`src/scatr_pkg.sv`:
```
`default_nettype none
// ----------------------------------------------------------------------------
// scatr_pkg - shared types and constants of the ATR parser
// Payload structures, parser phases, status codes and byte limits.
// ----------------------------------------------------------------------------
package scatr_pkg;

    // Longest ATR accepted, TS included
    localparam int unsigned MAX_ATR_BYTES = 33;
    localparam int unsigned CNT_W         = 6;
    localparam logic [CNT_W-1:0] MAX_ATR_LEN = CNT_W'(MAX_ATR_BYTES);

    localparam logic [7:0] TS_DIRECT = 8'h3B;
    localparam logic [4:0] LEVEL_MAX = 5'd31;

    typedef enum logic [2:0] {
        PH_TS    = 3'd0,
        PH_T0    = 3'd1,
        PH_IFACE = 3'd2,
        PH_HIST  = 3'd3,
        PH_TCK   = 3'd4,
        PH_DONE  = 3'd5
    } t_phase;

    typedef enum logic [1:0] {
        ST_BUSY    = 2'd0,
        ST_OK      = 2'd1,
        ST_INVALID = 2'd2,
        ST_COMM    = 2'd3
    } t_status;

    typedef struct packed {
        logic [7:0] rx_byte;
        logic       rx_error;
        logic       start_of_atr;
    } t_atr_in;

    typedef struct packed {
        logic [1:0]       status;
        logic [CNT_W-1:0] atr_length;
        logic [3:0]       historical_count;
        logic [3:0]       present_mask;
        logic [3:0]       f_index;
        logic [3:0]       d_index;
        logic             ta2_can_change_mode;
        logic             ta2_implicit_fd;
        logic [3:0]       ta2_protocol;
        logic [7:0]       extra_guard_time;
        logic [7:0]       waiting_integer;
        logic [15:0]      protocols_mask;
    } t_atr_out;

endpackage
`default_nettype wire

```
`src/scatr_if.sv`:
```
`default_nettype none
// ----------------------------------------------------------------------------
// scatr_if - valid/ready channels of the ATR parser
// One channel for received ATR bytes, one for parse results.
// ----------------------------------------------------------------------------
interface scatr_in_if;
    logic              valid;
    logic              ready;
    scatr_pkg::t_atr_in data;

    modport source (output valid, output data, input ready);
    modport sink   (input valid, input data, output ready);
endinterface

interface scatr_out_if;
    logic               valid;
    logic               ready;
    scatr_pkg::t_atr_out data;

    modport source (output valid, output data, input ready);
    modport sink   (input valid, input data, output ready);
endinterface
`default_nettype wire

```
`src/smart_card_atr_parser_core.sv`:
```
`default_nettype none
// ----------------------------------------------------------------------------
// smart_card_atr_parser_core - ISO 7816-3 style Answer-To-Reset parser
// Walks TS, T0, the TA/TB/TC/TD levels, historical bytes and TCK one byte
// per transfer and returns one status/field result per byte.
// ----------------------------------------------------------------------------
//  Channel   Dir  Payload                                   Transfer when
//  i_atr     in   rx_byte, rx_error, start_of_atr           valid & ready
//  o_res     out  status, lengths, TA1/TA2/TC1/TC2, protos  valid & ready
//
//  The parser state and the result register update at
//  the same edge as the input transfer; the result shows the cycle after.
//  A byte is taken every cycle while the result register is empty or being
//  drained, so back-to-back transfers run at full rate.
//  When o_res stalls with a result waiting, i_atr.ready drops and all state
//  holds. Synchronous active-low reset clears the parser and the result valid
//  flag, not the result payload; there is no memory and so no clearing pass.
// ----------------------------------------------------------------------------
module smart_card_atr_parser_core (
    input  wire               i_clk,
    input  wire               i_rst_n,
    scatr_in_if.sink          i_atr,
    scatr_out_if.source       o_res
);

    // ------------------------------------------------------------------
    // Parser state
    // ------------------------------------------------------------------
    scatr_pkg::t_phase              r_phase,    n_phase;
    logic [3:0]                     r_pending,  n_pending;
    logic [4:0]                     r_level,    n_level;
    logic [scatr_pkg::CNT_W-1:0]    r_count,    n_count;
    logic [3:0]                     r_hist_left, n_hist_left;
    logic [7:0]                     r_xor,      n_xor;
    logic                           r_tck_need, n_tck_need;
    scatr_pkg::t_status             r_final,    n_final;

    // Parsed fields
    logic [3:0]  r_hist_cnt, n_hist_cnt;
    logic [3:0]  r_present,  n_present;
    logic [7:0]  r_ta1,      n_ta1;
    logic [7:0]  r_ta2,      n_ta2;
    logic [7:0]  r_tc1,      n_tc1;
    logic [7:0]  r_tc2,      n_tc2;
    logic [15:0] r_protos,   n_protos;

    // Result register
    logic                 r_out_valid;
    scatr_pkg::t_atr_out  r_res, n_res;

    logic       acc;
    logic [7:0] b;
    logic [3:0] td_proto;

    // Take a byte whenever the result register is free or is being drained
    assign i_atr.ready = !r_out_valid || o_res.ready;
    assign acc         = i_atr.valid && i_atr.ready;
    assign b           = i_atr.data.rx_byte;
    assign td_proto    = b[3:0];

    assign o_res.valid = r_out_valid;
    assign o_res.data  = r_res;

    // ------------------------------------------------------------------
    // Next state: start mark clears everything first, then one byte step
    // ------------------------------------------------------------------
    always_comb begin
        if (i_atr.data.start_of_atr) begin
            n_phase     = scatr_pkg::PH_TS;
            n_pending   = '0;
            n_level     = '0;
            n_count     = '0;
            n_hist_left = '0;
            n_xor       = '0;
            n_tck_need  = 1'b0;
            n_final     = scatr_pkg::ST_BUSY;
            n_hist_cnt  = '0;
            n_present   = '0;
            n_ta1       = '0;
            n_ta2       = '0;
            n_tc1       = '0;
            n_tc2       = '0;
            n_protos    = '0;
        end else begin
            n_phase     = r_phase;
            n_pending   = r_pending;
            n_level     = r_level;
            n_count     = r_count;
            n_hist_left = r_hist_left;
            n_xor       = r_xor;
            n_tck_need  = r_tck_need;
            n_final     = r_final;
            n_hist_cnt  = r_hist_cnt;
            n_present   = r_present;
            n_ta1       = r_ta1;
            n_ta2       = r_ta2;
            n_tc1       = r_tc1;
            n_tc2       = r_tc2;
            n_protos    = r_protos;
        end

        if (n_phase != scatr_pkg::PH_DONE) begin
            if (i_atr.data.rx_error) begin
                // Reception failed: end the ATR whatever the phase
                n_final = scatr_pkg::ST_COMM;
                n_phase = scatr_pkg::PH_DONE;
            end else if (n_phase == scatr_pkg::PH_TS) begin
                n_count = scatr_pkg::CNT_W'(1);
                if (b != scatr_pkg::TS_DIRECT) begin
                    n_final = scatr_pkg::ST_INVALID;
                    n_phase = scatr_pkg::PH_DONE;
                end else begin
                    n_phase = scatr_pkg::PH_T0;
                end
            end else if (n_count >= scatr_pkg::MAX_ATR_LEN) begin
                // Over length: drop the byte and fail
                n_final = scatr_pkg::ST_INVALID;
                n_phase = scatr_pkg::PH_DONE;
            end else begin
                n_count = n_count + scatr_pkg::CNT_W'(1);
                n_xor   = n_xor ^ b;
                case (n_phase)
                    scatr_pkg::PH_T0: begin
                        n_hist_left = b[3:0];
                        n_hist_cnt  = b[3:0];
                        n_pending   = b[7:4];
                        n_phase     = scatr_pkg::PH_IFACE;
                    end
                    scatr_pkg::PH_IFACE: begin
                        if (n_pending[0]) begin
                            n_pending = n_pending & 4'b1110;
                            if (n_level == 5'd0) begin
                                n_ta1        = b;
                                n_present[0] = 1'b1;
                            end else if (n_level == 5'd1) begin
                                n_ta2        = b;
                                n_present[1] = 1'b1;
                            end
                        end else if (n_pending[1]) begin
                            // TB carries nothing reported
                            n_pending = n_pending & 4'b1100;
                        end else if (n_pending[2]) begin
                            n_pending = n_pending & 4'b1000;
                            if (n_level == 5'd0) begin
                                n_tc1        = b;
                                n_present[2] = 1'b1;
                            end else if (n_level == 5'd1) begin
                                n_tc2        = b;
                                n_present[3] = 1'b1;
                            end
                        end else begin
                            // TD: record the protocol, open the next level
                            n_protos = n_protos | (16'd1 << td_proto);
                            if (td_proto != 4'd0) begin
                                n_tck_need = 1'b1;
                            end
                            n_pending = b[7:4];
                            if (n_level < scatr_pkg::LEVEL_MAX) begin
                                n_level = n_level + 5'd1;
                            end
                        end
                    end
                    scatr_pkg::PH_HIST: begin
                        n_hist_left = n_hist_left - 4'd1;
                        if (n_hist_left == 4'd0) begin
                            if (n_tck_need) begin
                                n_phase = scatr_pkg::PH_TCK;
                            end else begin
                                n_final = scatr_pkg::ST_OK;
                                n_phase = scatr_pkg::PH_DONE;
                            end
                        end
                    end
                    default: begin
                        // TCK: the running XOR now includes it
                        n_final = (n_xor == 8'd0) ? scatr_pkg::ST_OK
                                                  : scatr_pkg::ST_INVALID;
                        n_phase = scatr_pkg::PH_DONE;
                    end
                endcase

                // Interface bytes exhausted: advance to history, TCK or done
                if (n_phase == scatr_pkg::PH_IFACE && n_pending == 4'd0) begin
                    if (n_hist_left != 4'd0) begin
                        n_phase = scatr_pkg::PH_HIST;
                    end else if (n_tck_need) begin
                        n_phase = scatr_pkg::PH_TCK;
                    end else begin
                        n_final = scatr_pkg::ST_OK;
                        n_phase = scatr_pkg::PH_DONE;
                    end
                end
            end
        end

        // Result seen from the updated state
        n_res.status              = (n_phase == scatr_pkg::PH_DONE) ? n_final
                                                                    : scatr_pkg::ST_BUSY;
        n_res.atr_length          = n_count;
        n_res.historical_count    = n_hist_cnt;
        n_res.present_mask        = n_present;
        n_res.f_index             = n_ta1[7:4];
        n_res.d_index             = n_ta1[3:0];
        n_res.ta2_can_change_mode = n_present[1] && !n_ta2[7];
        n_res.ta2_implicit_fd     = n_ta2[4];
        n_res.ta2_protocol        = n_ta2[3:0];
        n_res.extra_guard_time    = n_tc1;
        n_res.waiting_integer     = n_tc2;
        n_res.protocols_mask      = n_protos;
    end

    // ------------------------------------------------------------------
    // Registers: advance only on an input transfer
    // ------------------------------------------------------------------
    always_ff @(posedge i_clk) begin
        if (!i_rst_n) begin
            r_phase     <= scatr_pkg::PH_TS;
            r_pending   <= '0;
            r_level     <= '0;
            r_count     <= '0;
            r_hist_left <= '0;
            r_xor       <= '0;
            r_tck_need  <= 1'b0;
            r_final     <= scatr_pkg::ST_BUSY;
            r_hist_cnt  <= '0;
            r_present   <= '0;
            r_ta1       <= '0;
            r_ta2       <= '0;
            r_tc1       <= '0;
            r_tc2       <= '0;
            r_protos    <= '0;
            r_out_valid <= 1'b0;
        end else begin
            if (acc) begin
                r_phase     <= n_phase;
                r_pending   <= n_pending;
                r_level     <= n_level;
                r_count     <= n_count;
                r_hist_left <= n_hist_left;
                r_xor       <= n_xor;
                r_tck_need  <= n_tck_need;
                r_final     <= n_final;
                r_hist_cnt  <= n_hist_cnt;
                r_present   <= n_present;
                r_ta1       <= n_ta1;
                r_ta2       <= n_ta2;
                r_tc1       <= n_tc1;
                r_tc2       <= n_tc2;
                r_protos    <= n_protos;
                r_out_valid <= 1'b1;
            end else if (o_res.ready) begin
                r_out_valid <= 1'b0;
            end
        end
    end

    // Result payload: hold while stalled, load on transfer
    always_ff @(posedge i_clk) begin
        if (acc) begin
            r_res <= n_res;
        end
    end

    // ------------------------------------------------------------------
    // Assertions
    // ------------------------------------------------------------------
    a_status_only_done: assert property (@(posedge i_clk) disable iff (!i_rst_n)
        (r_out_valid && r_res.status != scatr_pkg::ST_BUSY)
            |-> (r_phase == scatr_pkg::PH_DONE))
        else $error("final status shown before the ATR ended");

    a_count_limit: assert property (@(posedge i_clk) disable iff (!i_rst_n)
        r_count <= scatr_pkg::MAX_ATR_LEN)
        else $error("byte count beyond the ATR limit");

    a_done_frozen: assert property (@(posedge i_clk) disable iff (!i_rst_n)
        (acc && !i_atr.data.start_of_atr && r_phase == scatr_pkg::PH_DONE)
            |=> ($stable(r_count) && $stable(r_protos) && $stable(r_final)))
        else $error("parser state moved after the ATR ended");

    a_tck_needs_td: assert property (@(posedge i_clk) disable iff (!i_rst_n)
        (r_phase == scatr_pkg::PH_TCK) |-> r_tck_need)
        else $error("TCK expected without a non-zero TD protocol");

endmodule
`default_nettype wire

```
`src/flat_wrapper.sv`:
```
// flat-port wrapper written by rule: the top's interface ports become plain ports
module smart_card_atr_parser_core_flat 
  (i_clk, i_rst_n, i_atr_valid, i_atr_data, i_atr_ready, o_res_valid, o_res_data, o_res_ready);
  scatr_in_if i_atr_i ();
  scatr_out_if o_res_i ();
  input  wire i_clk;
  input  wire i_rst_n;
  input wire logic [$bits(i_atr_i.valid)-1:0] i_atr_valid;
  input wire logic [$bits(i_atr_i.data)-1:0] i_atr_data;
  output wire logic [$bits(i_atr_i.ready)-1:0] i_atr_ready;
  output wire logic [$bits(o_res_i.valid)-1:0] o_res_valid;
  output wire logic [$bits(o_res_i.data)-1:0] o_res_data;
  input wire logic [$bits(o_res_i.ready)-1:0] o_res_ready;
  assign i_atr_i.valid = i_atr_valid;
  assign i_atr_i.data = i_atr_data;
  assign i_atr_ready = i_atr_i.ready;
  assign o_res_valid = o_res_i.valid;
  assign o_res_data = o_res_i.data;
  assign o_res_i.ready = o_res_ready;
  smart_card_atr_parser_core u_core (.i_clk(i_clk), .i_rst_n(i_rst_n), .i_atr(i_atr_i), .o_res(o_res_i));
endmodule
```
`config.mk`:
```
export PLATFORM = sky130hd
export DESIGN_NAME = smart_card_atr_parser_core_flat
export DESIGN_NICKNAME = d
export VERILOG_FILES = /design/src/scatr_pkg.sv /design/src/scatr_if.sv /design/src/smart_card_atr_parser_core.sv /design/src/flat_wrapper.sv
export SDC_FILE = /design/constraint.sdc
export NUM_CORES = 1
export LEC_CHECK = 0
export BUFFER_PORTS_ARGS = -buffer_cell sky130_fd_sc_hd__buf_4
export CAP_MARGIN = 20
export CORE_ASPECT_RATIO = 1.25
export CORE_UTILIZATION = 53
export CTS_CLUSTER_DIAMETER = 40
export DETAILED_ROUTE_END_ITERATION = 8
export MAX_ROUTING_LAYER = met4
export PLACE_DENSITY = 0.83
export SETUP_SLACK_MARGIN = 0.15
export SLEW_MARGIN = 20
export SYNTH_ARGS = -nofsm -noshare
export SYNTH_HDL_FRONTEND = slang
export SYNTH_SLANG_ARGS = --single-unit
```
`constraint.sdc`:
```
create_clock -name i_clk -period 3.5 [get_ports i_clk]
set_input_delay 0.7 -clock i_clk [delete_from_list [all_inputs] [get_ports i_clk]]
set_output_delay 0.7 -clock i_clk [all_outputs]
set_load 0.1 [all_outputs]
```
==> metrics.log, run 1 <==
[metrics] run status: complete, no violations
[metrics] net count after synthesis: 819
[metrics] flops & latches, synth: 150
[metrics] Critical Path Fanout Max: 8
[metrics] synthesized netlist cell count: 797
[metrics] number of distinct library cells after synthesis: 70
[metrics] count of endpoints failing hold in the final timing report: 0
[metrics] fraction of final layout cells sized beyond drive strength 1: 18.7%
[metrics] Worst Setup Path Type: input port to register
[metrics] Crit path required time: 3.83 ns
[metrics] total of max-cap violations: 0
[metrics] total power density per cell area: 514 nW/um^2
[metrics] total cell area at the placement stage: 8090 um^2
[metrics] # Post-CTS Setup Buffers: 0
[metrics] data arrival time at the worst-slack endpoint: 3.49 ns
[metrics] Post-synth EDFFs: 62
[metrics] slew at the pin closest to its max-slew limit: 0.702 ns
[metrics] Max Buffers Root-to-Sink: 2
[metrics] gp weighted congestion: 0.966
[metrics] Final Max Slew Viols: 0
[metrics] Total GRT Usage: 27.5%
[metrics] Yosys warnings: 0
[metrics] worst ir drop on vdd: 0.322 mV
[metrics] async set-or-reset flop fraction in the synthesized netlist: 0%
[metrics] sequential fraction of the synthesis area: 49.0%
[metrics] global-route wire length before repair: 29900 um
[metrics] CP Capture Type: register
[metrics] clock sink count: 150
[metrics] unrepaired setup endpoints after global routing: no
[metrics] routed via count divided by cell count: 6.11
[metrics] CTS tree: yes
[metrics] first-pass detailed-route iteration total: 5
[metrics] post-CTS sizing: 0
[metrics] average detailed-routed wire length per instance: 17.9 um
[metrics] Post-Route WL: 18500 um
[metrics] clock-pin slew on the worst setup and hold paths: 0.06 ns
[metrics] Post-Route Skew: 0.0142 ns
[metrics] core region area: 13400 um^2
[metrics] most common cell in the synthesized netlist: sky130_fd_sc_hd__nand2_1
[metrics] largest net degree at the start of global routing: 100
[metrics] FP Rows: 47
[metrics] DP HPWL: 11300 um
[metrics] number of design-rule violations left by the first detailed-router iteration: 616
[metrics] part of the total power dissipated in combinational logic: 15.9%
[metrics] period utilisation layout: 90.3%
[metrics] Max-Slew Margin vs Limit: 53.2%
[metrics] switching power total: 1370 uW
[metrics] leakage power summed over all cells: 0.00348 uW
[metrics] combined flip-flop and latch cell area: 3620 um^2
[metrics] vias in the first global route: 5922
[metrics] top cell types by occurrence after synthesis: 89 x sky130_fd_sc_hd__nand2_1, 88 x sky130_fd_sc_hd__dfxtp_1, 77 x sky130_fd_sc_hd__nor2_1, 62 x sky130_fd_sc_hd__edfxtp_1, 58 x sky130_fd_sc_hd__o21ai_0
[metrics] netlist area before placement: 7390 um^2
[metrics] Tightest Hold Check Type: register to register
[metrics] Overflow after GRT: 0
[metrics] sequential group share of total power: 43.5%
[metrics] number of filler cells placed in the layout: 1070
[metrics] cell types with the largest area share after synthesis: sky130_fd_sc_hd__edfxtp_1 25%, sky130_fd_sc_hd__dfxtp_1 24%, sky130_fd_sc_hd__nand2_1 4.5%
[metrics] final-report setup violation count: 0
[metrics] total number of nets in the final design: 871
[metrics] Antenna Violating Nets Remaining: 0
[metrics] Layout area overhead: 17.5%
[metrics] number of antenna cells inserted: 0
[metrics] Max Freq: 316 MHz
[metrics] multi-input gate area in the final layout: 3440 um^2
[metrics] Clk pwr share: 40.6%
[metrics] width of the die: 108 um
[metrics] mean post-synth cell area: 9.28 um^2
[metrics] H-tree depth: 4
[metrics] # hold bufs at CTS: 0
[metrics] Sw Share: 30.7%
[metrics] clock root cell: sky130_fd_sc_hd__clkbuf_16
[metrics] number of port buffers: 77
[metrics] die span in y: 134 um
[metrics] largest area contributor in the synthesized netlist: sky130_fd_sc_hd__edfxtp_1
[metrics] fraction of post-synthesis cell area in the top cell type by area: 25.2%
[metrics] die area: 14400 um^2
[metrics] starting utilization of the core area: 55.1%
[metrics] total negative setup slack: 0 ns
[metrics] top_reg_cell synth: sky130_fd_sc_hd__dfxtp_1
[metrics] antenna violations before repair: 0
[metrics] total number of vias: 6307
[metrics] clock buffer count from CTS: 17
[metrics] ports placed on the boundary: 78
[metrics] internal power: 3090 uW
[metrics] crit path launch type: input port
[metrics] post-layout instance area: 8680 um^2
[metrics] residual DRC count: 0
[metrics] source-to-sink clock delay at the later pin of the worst-skew pair: 0.42 ns
[metrics] post-layout minimum cycle time: 3.16 ns
placed cells by master, fill, tap and decap left out, drive strengths merged, types with 10 or more instances in the layout:
master / Yosys / layout
o2bb2ai: 11 / 11
o211a: 25 / 25
edfxtp: 62 / 62
nand2: 89 / 89
o21ai: 60 / 60
a22oi: 15 / 15
buf: 13 / 92
nand3: 25 / 25
nor3: 26 / 26
a21oi: 43 / 43
nor2b: 24 / 24
nor2: 78 / 78
and2: 10 / 10
dfxtp: 88 / 88
inv: 25 / 32
mux2: 14 / 14
clkbuf: 46 / 18
nand2b: 26 / 26
final cells by class:
cell class	count	share of cell area, %
sequential	150	41.7
multi-input combinational	563	39.6
timing repair buffer	92	8.24
clock buffer	18	5.06
tap	171	2.46
clock inverter	14	1.79
inverter	25	1.09
worst paths after layout:
check	from	endpoint	slack, ns	cells after the start
hold / removal	u_core.r_hist_cnt[1]	u_core.r_hist_cnt[1]	0.46	2
setup reg to reg	u_core.r_count[1]	u_core.r_protos[6]	0.49	10
setup / recovery	i_atr_data[0]	u_core.r_protos[6]	0.34	13
hold reg to reg	u_core.r_hist_cnt[1]	u_core.r_hist_cnt[1]	0.46	2
power by group through the flow:
stage | sequential (uW) | clock [uW] | combinational (uW)
floorplan | 2270 | 0 | 253
global placement | 1980 | 0 | 695
detailed placement | 1980 | 0 | 706
CTS | 1940 | 1830 | 709
global route | 1950 | 1900 | 748
finish | 1940 | 1810 | 712
sequential cells by signal, indices dropped and copies added (netlist names), 6 cells and up:
signal             count
u_core.r_ta1           8
u_core.r_tc2           8
u_core.r_xor           8
u_core.r_count         6
u_core.r_ta2           6
u_core.r_protos       16
u_core.r_tc1           8
u_core.o_res.data     62
routing by layer:
metal | up-vias | track usage, % | wire [um]
li1 | 2974 | - | -
met3 | 42 | 4.86 | 1090
met4 | 0 | 12.7 | 583
met2 | 266 | 44.1 | 9200
met5 | - | - | 0
met1 | 3025 | 33.5 | 7620
logic make-up after synthesis:
kind of cell / Yosys count / share of synthesized area [%]
AOI/OAI and AO/OA: 206 / 19.3
xor gates and xnor gates: 9 / 1.07
adders and majority gates: 8 / 1.35
buffers and inverters: 84 / 4.52
DFF: 150 / 49.0
muxes: 17 / 2.54
and+or+nand+nor: 323 / 22.3
stage by stage:
stage	util [%]	setup slack, ns	hold WS (ns)	total power (uW)	cells
final	64.8	0.340	0.462	4470	1033
after detailed placement	60.3	0.0919	0.453	2690	1001
after floorplan	-	0.188	0.432	2520	797
after global placement	60.3	0.207	0.446	2670	1001
after global routing	64.8	0.186	0.488	4600	1033
after CTS	64.8	0.400	0.465	4490	1033
critical path, cell delays in order:
cell and delay, ns:
sky130_fd_sc_hd__buf_4 0.15, sky130_fd_sc_hd__inv_2 0.05, sky130_fd_sc_hd__nand2_1 0.08, sky130_fd_sc_hd__inv_1 0.09, sky130_fd_sc_hd__ha_1 0.19, sky130_fd_sc_hd__nand2b_1 0.16, sky130_fd_sc_hd__o41a_1 0.39, sky130_fd_sc_hd__nor4_4 0.29
sky130_fd_sc_hd__buf_4 0.18, sky130_fd_sc_hd__and2_1 0.29, sky130_fd_sc_hd__nand3b_1 0.31, sky130_fd_sc_hd__or3_1 0.43, sky130_fd_sc_hd__a21oi_1 0.18
(Power assumes the default switching activity.)
==> inputs of run 2 (changes only) <==
--- a/config.mk
+++ b/config.mk
@@ -8,11 +8,11 @@
 export BUFFER_PORTS_ARGS = -buffer_cell sky130_fd_sc_hd__buf_4
 export CAP_MARGIN = 20
 export CORE_ASPECT_RATIO = 1.25
-export CORE_UTILIZATION = 53
+export CORE_UTILIZATION = 48
 export CTS_CLUSTER_DIAMETER = 40
 export DETAILED_ROUTE_END_ITERATION = 8
 export MAX_ROUTING_LAYER = met4
-export PLACE_DENSITY = 0.83
+export PLACE_DENSITY = 0.77
 export SETUP_SLACK_MARGIN = 0.15
 export SLEW_MARGIN = 20
 export SYNTH_ARGS = -nofsm -noshare
==> metrics.log, run 2 (synthesized netlist as in run 1, its figures left out) <==
[metrics] run status: complete, no violations
[metrics] Max Buffers Root-to-Sink: 2
[metrics] ports placed on the boundary: 78
[metrics] sequential group share of total power: 43.1%
[metrics] largest net degree at the start of global routing: 100
[metrics] number of antenna cells inserted: 0
[metrics] slew at the pin closest to its max-slew limit: 0.883 ns
[metrics] total negative setup slack: 0 ns
[metrics] crit path launch type: input port
[metrics] # hold bufs at CTS: 0
[metrics] antenna violations before repair: 0
[metrics] post-layout minimum cycle time: 2.94 ns
[metrics] Worst Setup Path Type: input port to register
[metrics] starting utilization of the core area: 49.2%
[metrics] switching power total: 1350 uW
[metrics] clock root cell: sky130_fd_sc_hd__clkbuf_16
[metrics] final-report setup violation count: 0
[metrics] total number of nets in the final design: 876
[metrics] count of endpoints failing hold in the final timing report: 0
[metrics] source-to-sink clock delay at the later pin of the worst-skew pair: 0.44 ns
[metrics] Crit path required time: 3.76 ns
[metrics] Hold Path Stages: 2
[metrics] Final Max Slew Viols: 0
[metrics] startpoint of the most critical hold path: u_core.r_hist_cnt[1]
[metrics] H-tree depth: 4
[metrics] clock-pin slew on the worst setup and hold paths: 0.06 ns
[metrics] first-pass detailed-route iteration total: 7
[metrics] gp weighted congestion: 0.916
[metrics] total met3 wirelength after detailed routing: 1020 um
[metrics] clock sink count: 150
[metrics] internal power: 3160 uW
[metrics] die area: 15900 um^2
[metrics] Clk pwr share: 41.1%
[metrics] global-route wire length before repair: 30300 um
[metrics] routed length on met1: 8080 um
[metrics] unrepaired setup endpoints after global routing: no
[metrics] Reg2Reg Launch Point: u_core.r_phase[1]
[metrics] most common cell after layout, fill and taps aside: sky130_fd_sc_hd__buf_4
[metrics] vias in the first global route: 5840
[metrics] residual DRC count: 0
[metrics] Sw Share: 29.9%
[metrics] Total GRT Usage: 25.4%
[metrics] post-CTS sizing: 0
[metrics] fraction of final layout cells sized beyond drive strength 1: 19.0%
[metrics] total of max-cap violations: 0
[metrics] Max-Slew Margin vs Limit: 41.0%
[metrics] core region area: 15000 um^2
[metrics] slack of the worst reg-to-reg path: 0.57 ns
[metrics] Post-Route Skew: 0.0121 ns
[metrics] Antenna Violating Nets Remaining: 0
[metrics] Met2 Wirelength: 9240 um
[metrics] most frequent cells in the layout: 95 x sky130_fd_sc_hd__buf_4, 88 x sky130_fd_sc_hd__nand2_1, 87 x sky130_fd_sc_hd__dfxtp_1
[metrics] part of the total power dissipated in combinational logic: 15.9%
[metrics] Post-Route WL: 18900 um
[metrics] die span in y: 141 um
[metrics] worst ir drop on vdd: 0.453 mV
[metrics] Layout area overhead: 18.2%
[metrics] reg-to-reg endpoint: u_core.o_res.data[60]
[metrics] highest layer used for signal routing: met4
[metrics] CP Capture Type: register
[metrics] DP HPWL: 11900 um
[metrics] total number of vias: 6228
[metrics] Overflow after GRT: 0
[metrics] Max Freq: 340 MHz
[metrics] routed via count divided by cell count: 5.94
[metrics] total power density per cell area: 516 nW/um^2
[metrics] FP Rows: 50
[metrics] max FFs per register: 62
[metrics] cell count of the worst reg-to-reg path: 7
[metrics] period utilisation layout: 84.0%
[metrics] clock buffer count from CTS: 17
[metrics] data arrival time at the worst-slack endpoint: 3.20 ns
[metrics] hold slack final: 0.461 ns
[metrics] leakage power summed over all cells: 0.00349 uW
[metrics] Critical Path Fanout Max: 21
[metrics] CTS tree: yes
[metrics] # Post-CTS Setup Buffers: 0
[metrics] end point of the most critical hold path: u_core.r_hist_cnt[1]
[metrics] width of the die: 113 um
[metrics] number of design-rule violations left by the first detailed-router iteration: 439
[metrics] number of port buffers: 77
[metrics] average detailed-routed wire length per instance: 18.0 um
[metrics] Tightest Hold Check Type: register to register
run 2: changes by cell type in the layout (fill, tap and decap cells not counted), sizes merged:
cell      change
clkinv        -1
bufinv        +1
buf           +5
clkinvlp      +3
clkbuf        +1
inv           -4
run 2: cell type report:
cell class	instances	area [um^2]
Clock buffer	19	453
Clock inverter	13	145
Fill cell	1263	6270
Inverter	25	95.1
Multi-Input combinational cell	563	3440
Sequential cell	150	3620
Tap cell	182	228
Timing Repair Buffer	97	753
run 2: power groups by stage:
stage / Sequential, uW / Clock [uW] / Combinational [uW]
3_5_place_dp: 1980 / 0 / 713
6_report: 1940 / 1850 / 716
2_1_floorplan: 2270 / 0 / 253
4_1_cts: 1940 / 1880 / 715
3_3_place_gp: 1980 / 0 / 705
5_1_grt: 1950 / 1950 / 754
run 2: worst max-delay path by stage:
stage	from	to	slack, ns
6_report	i_atr_data[0]	u_core.o_res.data[60]	0.56
3_3_place_gp	i_atr_data[0]	u_core.o_res.data[60]	0.14
2_1_floorplan	i_atr_data[0]	u_core.o_res.data[60]	0.19
5_1_grt	u_core.r_phase[1]	u_core.o_res.data[60]	0.37
4_1_cts	u_core.r_phase[1]	u_core.o_res.data[60]	0.61
3_5_place_dp	i_atr_data[0]	u_core.o_res.data[60]	0.15
run 2: per-layer routing:
layer | track usage [%] | up-vias
met5 | - | -
met1 | 30.7 | 2963
met2 | 40.6 | 214
li1 | - | 3002
met4 | 12.3 | 0
met3 | 5.16 | 49
run 2: per-stage QoR:
stage               cell area (um^2)  worst slack [ns]  util (%)  std cells  power (uW)
floorplan                       7420             0.188         -        797        2520
global route                    8740             0.369      58.2       1049        4650
CTS                             8740             0.611      58.2       1049        4540
finish                          8740             0.559      58.2       1049        4510
global placement                8140             0.141      54.2       1017        2680
detailed placement              8140             0.152      54.2       1017        2690
run 2: worst max-delay path, stage by stage:
cell                        delay [ns]
sky130_fd_sc_hd__buf_4            0.12
sky130_fd_sc_hd__buf_4            0.22
sky130_fd_sc_hd__nor4b_4          0.41
sky130_fd_sc_hd__a2111oi_1        0.15
sky130_fd_sc_hd__a311o_1          0.38
sky130_fd_sc_hd__nor4_1           0.41
sky130_fd_sc_hd__nand4_1          0.19
sky130_fd_sc_hd__a211o_1          0.37
sky130_fd_sc_hd__a221oi_2         0.25
==> inputs of run 3 (changes only) <==
==> constraint.sdc (replaced) <==
create_clock -name i_clk -period 2.44 [get_ports i_clk]
set_input_delay 0.488 -clock i_clk [delete_from_list [all_inputs] [get_ports i_clk]]
set_output_delay 0.488 -clock i_clk [all_outputs]
set_load 0.1 [all_outputs]
==> metrics.log, run 3 (synthesized netlist as in run 1, its figures left out) <==
[metrics] run status: complete, but fails checks
[metrics] violations in the final reports: negative setup slack
[metrics] Post-Route WL: 25300 um
[metrics] Max stage delay cell, worst path: sky130_fd_sc_hd__o41a_1
[metrics] Max Buffers Root-to-Sink: 2
[metrics] power consumption: 6800 uW
[metrics] clock sink count: 150
[metrics] final-report setup violation count: 64
[metrics] PnR worst setup slack: -0.154 ns
[metrics] clock root cell: sky130_fd_sc_hd__clkbuf_16
[metrics] FP Rows: 50
[metrics] Overflow after GRT: 0
[metrics] non-filler instance count after layout: 1183
[metrics] global route hottest layer: met2
[metrics] Layout area overhead: 49.0%
[metrics] fraction of final layout cells sized beyond drive strength 1: 43.3%
[metrics] Antenna Violating Nets Remaining: 0
[metrics] residual DRC count: 0
[metrics] total number of nets in the final design: 1010
[metrics] Final Max Slew Viols: 0
[metrics] gp weighted congestion: 0.901
[metrics] number of antenna cells inserted: 0
[metrics] max FFs per register: 62
[metrics] antenna violations before repair: 0
[metrics] DP HPWL: 13200 um
[metrics] unrepaired setup endpoints after global routing: yes
[metrics] starting utilization of the core area: 49.2%
[metrics] crit path launch type: register
[metrics] total power density per cell area: 617 nW/um^2
[metrics] leakage power summed over all cells: 0.00457 uW
[metrics] Tightest Hold Check Type: input port to register
[metrics] count of endpoints failing hold in the final timing report: 0
[metrics] Max Freq: 385 MHz
[metrics] global-route wire length before repair: 33400 um
[metrics] share of the core filled with cells in the final layout: 73.4%
[metrics] Max-Slew Margin vs Limit: 38.9%
[metrics] largest net degree at the start of global routing: 100
[metrics] die span in y: 141 um
[metrics] GR Layer Usage met1: 32.6%
[metrics] ordered list of cells on the worst path: nand2_4 > inv_4 > ha_4 > nand2b_4 > o41a_1 > nor4_4 > buf_6 > buf_6 > buf_4 > nand4_4 > buf_12 > mux2_2 > nor2_2 > nor3_2
[metrics] met3 Use GR: 4.69%
[metrics] CP Capture Type: register
[metrics] first-pass detailed-route iteration total: 5
[metrics] number of placed instances with taps included: 1111
[metrics] Worst Setup Path Type: register to register
[metrics] delay of the slowest cell on the worst path: 0.42 ns
[metrics] most common cell after layout, fill and taps aside: sky130_fd_sc_hd__buf_4
[metrics] global routing usage on met2: 47.3%
[metrics] routed via count divided by cell count: 6.31
[metrics] average detailed-routed wire length per instance: 21.4 um
[metrics] source-to-sink clock delay at the later pin of the worst-skew pair: 0.42 ns
[metrics] delay-heaviest family, CP: simple AND/OR/NAND/NOR gates
[metrics] most numerous cell on the critical path: sky130_fd_sc_hd__buf_6
[metrics] slack of the worst reg-to-reg path: -0.15 ns
[metrics] ports placed on the boundary: 78
[metrics] Post-Route Skew: 0.00789 ns
[metrics] width of the die: 113 um
[metrics] number of port buffers: 77
[metrics] vias in the first global route: 6504
[metrics] period utilisation layout: 106%
[metrics] worst ir drop on vdd: 0.356 mV
[metrics] die area: 15900 um^2
[metrics] Crit path required time: 2.75 ns
[metrics] post-layout minimum cycle time: 2.59 ns
[metrics] total of max-cap violations: 0
[metrics] number of design-rule violations left by the first detailed-router iteration: 817
[metrics] slew at the pin closest to its max-slew limit: 0.916 ns
[metrics] Total GRT Usage: 27.9%
[metrics] H-tree depth: 4
[metrics] CTS tree: yes
[metrics] crit path buf inv count: 5
[metrics] clock-pin slew on the worst setup and hold paths: 0.07 ns
[metrics] clock buffer count from CTS: 17
[metrics] data arrival time at the worst-slack endpoint: 2.90 ns
[metrics] total number of vias: 7463
[metrics] Critical Path Fanout Max: 9
[metrics] most frequent cells in the layout: 187 x sky130_fd_sc_hd__buf_4, 80 x sky130_fd_sc_hd__dfxtp_1, 71 x sky130_fd_sc_hd__nand2_1
[metrics] core region area: 15000 um^2
[run 3: changes by cell type in the layout (fill, tap and decap cells not counted), sizes merged]
cell / change
buf: +133
clkinvlp: -2
inv: +2
clkinv: +1
[run 3: final timing paths]
check                                         from                 end  cells past startpoint
worst max-delay path             u_core.r_count[0]     u_core.r_tc1[2]                     14
worst min-delay path                   i_atr_valid  u_core.o_res.valid                      3
worst max register to register   u_core.r_count[0]     u_core.r_tc1[2]                     14
worst min register to register  u_core.r_protos[7]  u_core.r_protos[7]                      2
[run 3: through the flow]
step	worst slack, ns	cell area, um^2	TNS (ns)	hold WS, ns
2_1_floorplan	-0.610	7630	-43.10	0.432
3_3_place_gp	-0.455	9080	-30.36	0.441
3_5_place_dp	-0.496	9080	-34.49	0.450
4_1_cts	-0.143	10200	-4.09	0.300
5_1_grt	-0.185	11000	-7.91	0.326
6_report	-0.154	11000	-3.96	0.309
[run 3: power by group]
part / switching [uW] / internal [uW]
combinational: 928 / 392
sequential: 56.1 / 2730
clock: 1140 / 1560
total: 2120 / 4680
[run 3: layer usage]
metal,vias to the layer above,routed length [um]
met3,98,1930
met5,-,0
met1,3645,9430
met2,453,12700
li1,3267,-
met4,0,1210
[run 3: area by class of cell]
cell class                 instances  area [um^2]
multi-input combinational        563         4440
clock buffer                      18          439
clock inverter                    14          164
inverter                          25          105
sequential                       150         3640
fill                             937         4000
timing repair buffer             231         2010
tap                              182          228
[run 3: timing repair]
action,4_1_cts,5_1_grt
buffers inserted,17,19
hold buffers,0,0
pin swaps,44,68
gates resized for setup,107,134
endpoints found under the setup margin,90,144
cloned,2,2
[run 3: tightest hold or removal path, cell delays in order]
cell and delay (ns):
sky130_fd_sc_hd__buf_4 0.11, sky130_fd_sc_hd__inv_1 0.04, sky130_fd_sc_hd__a21oi_1 0.05
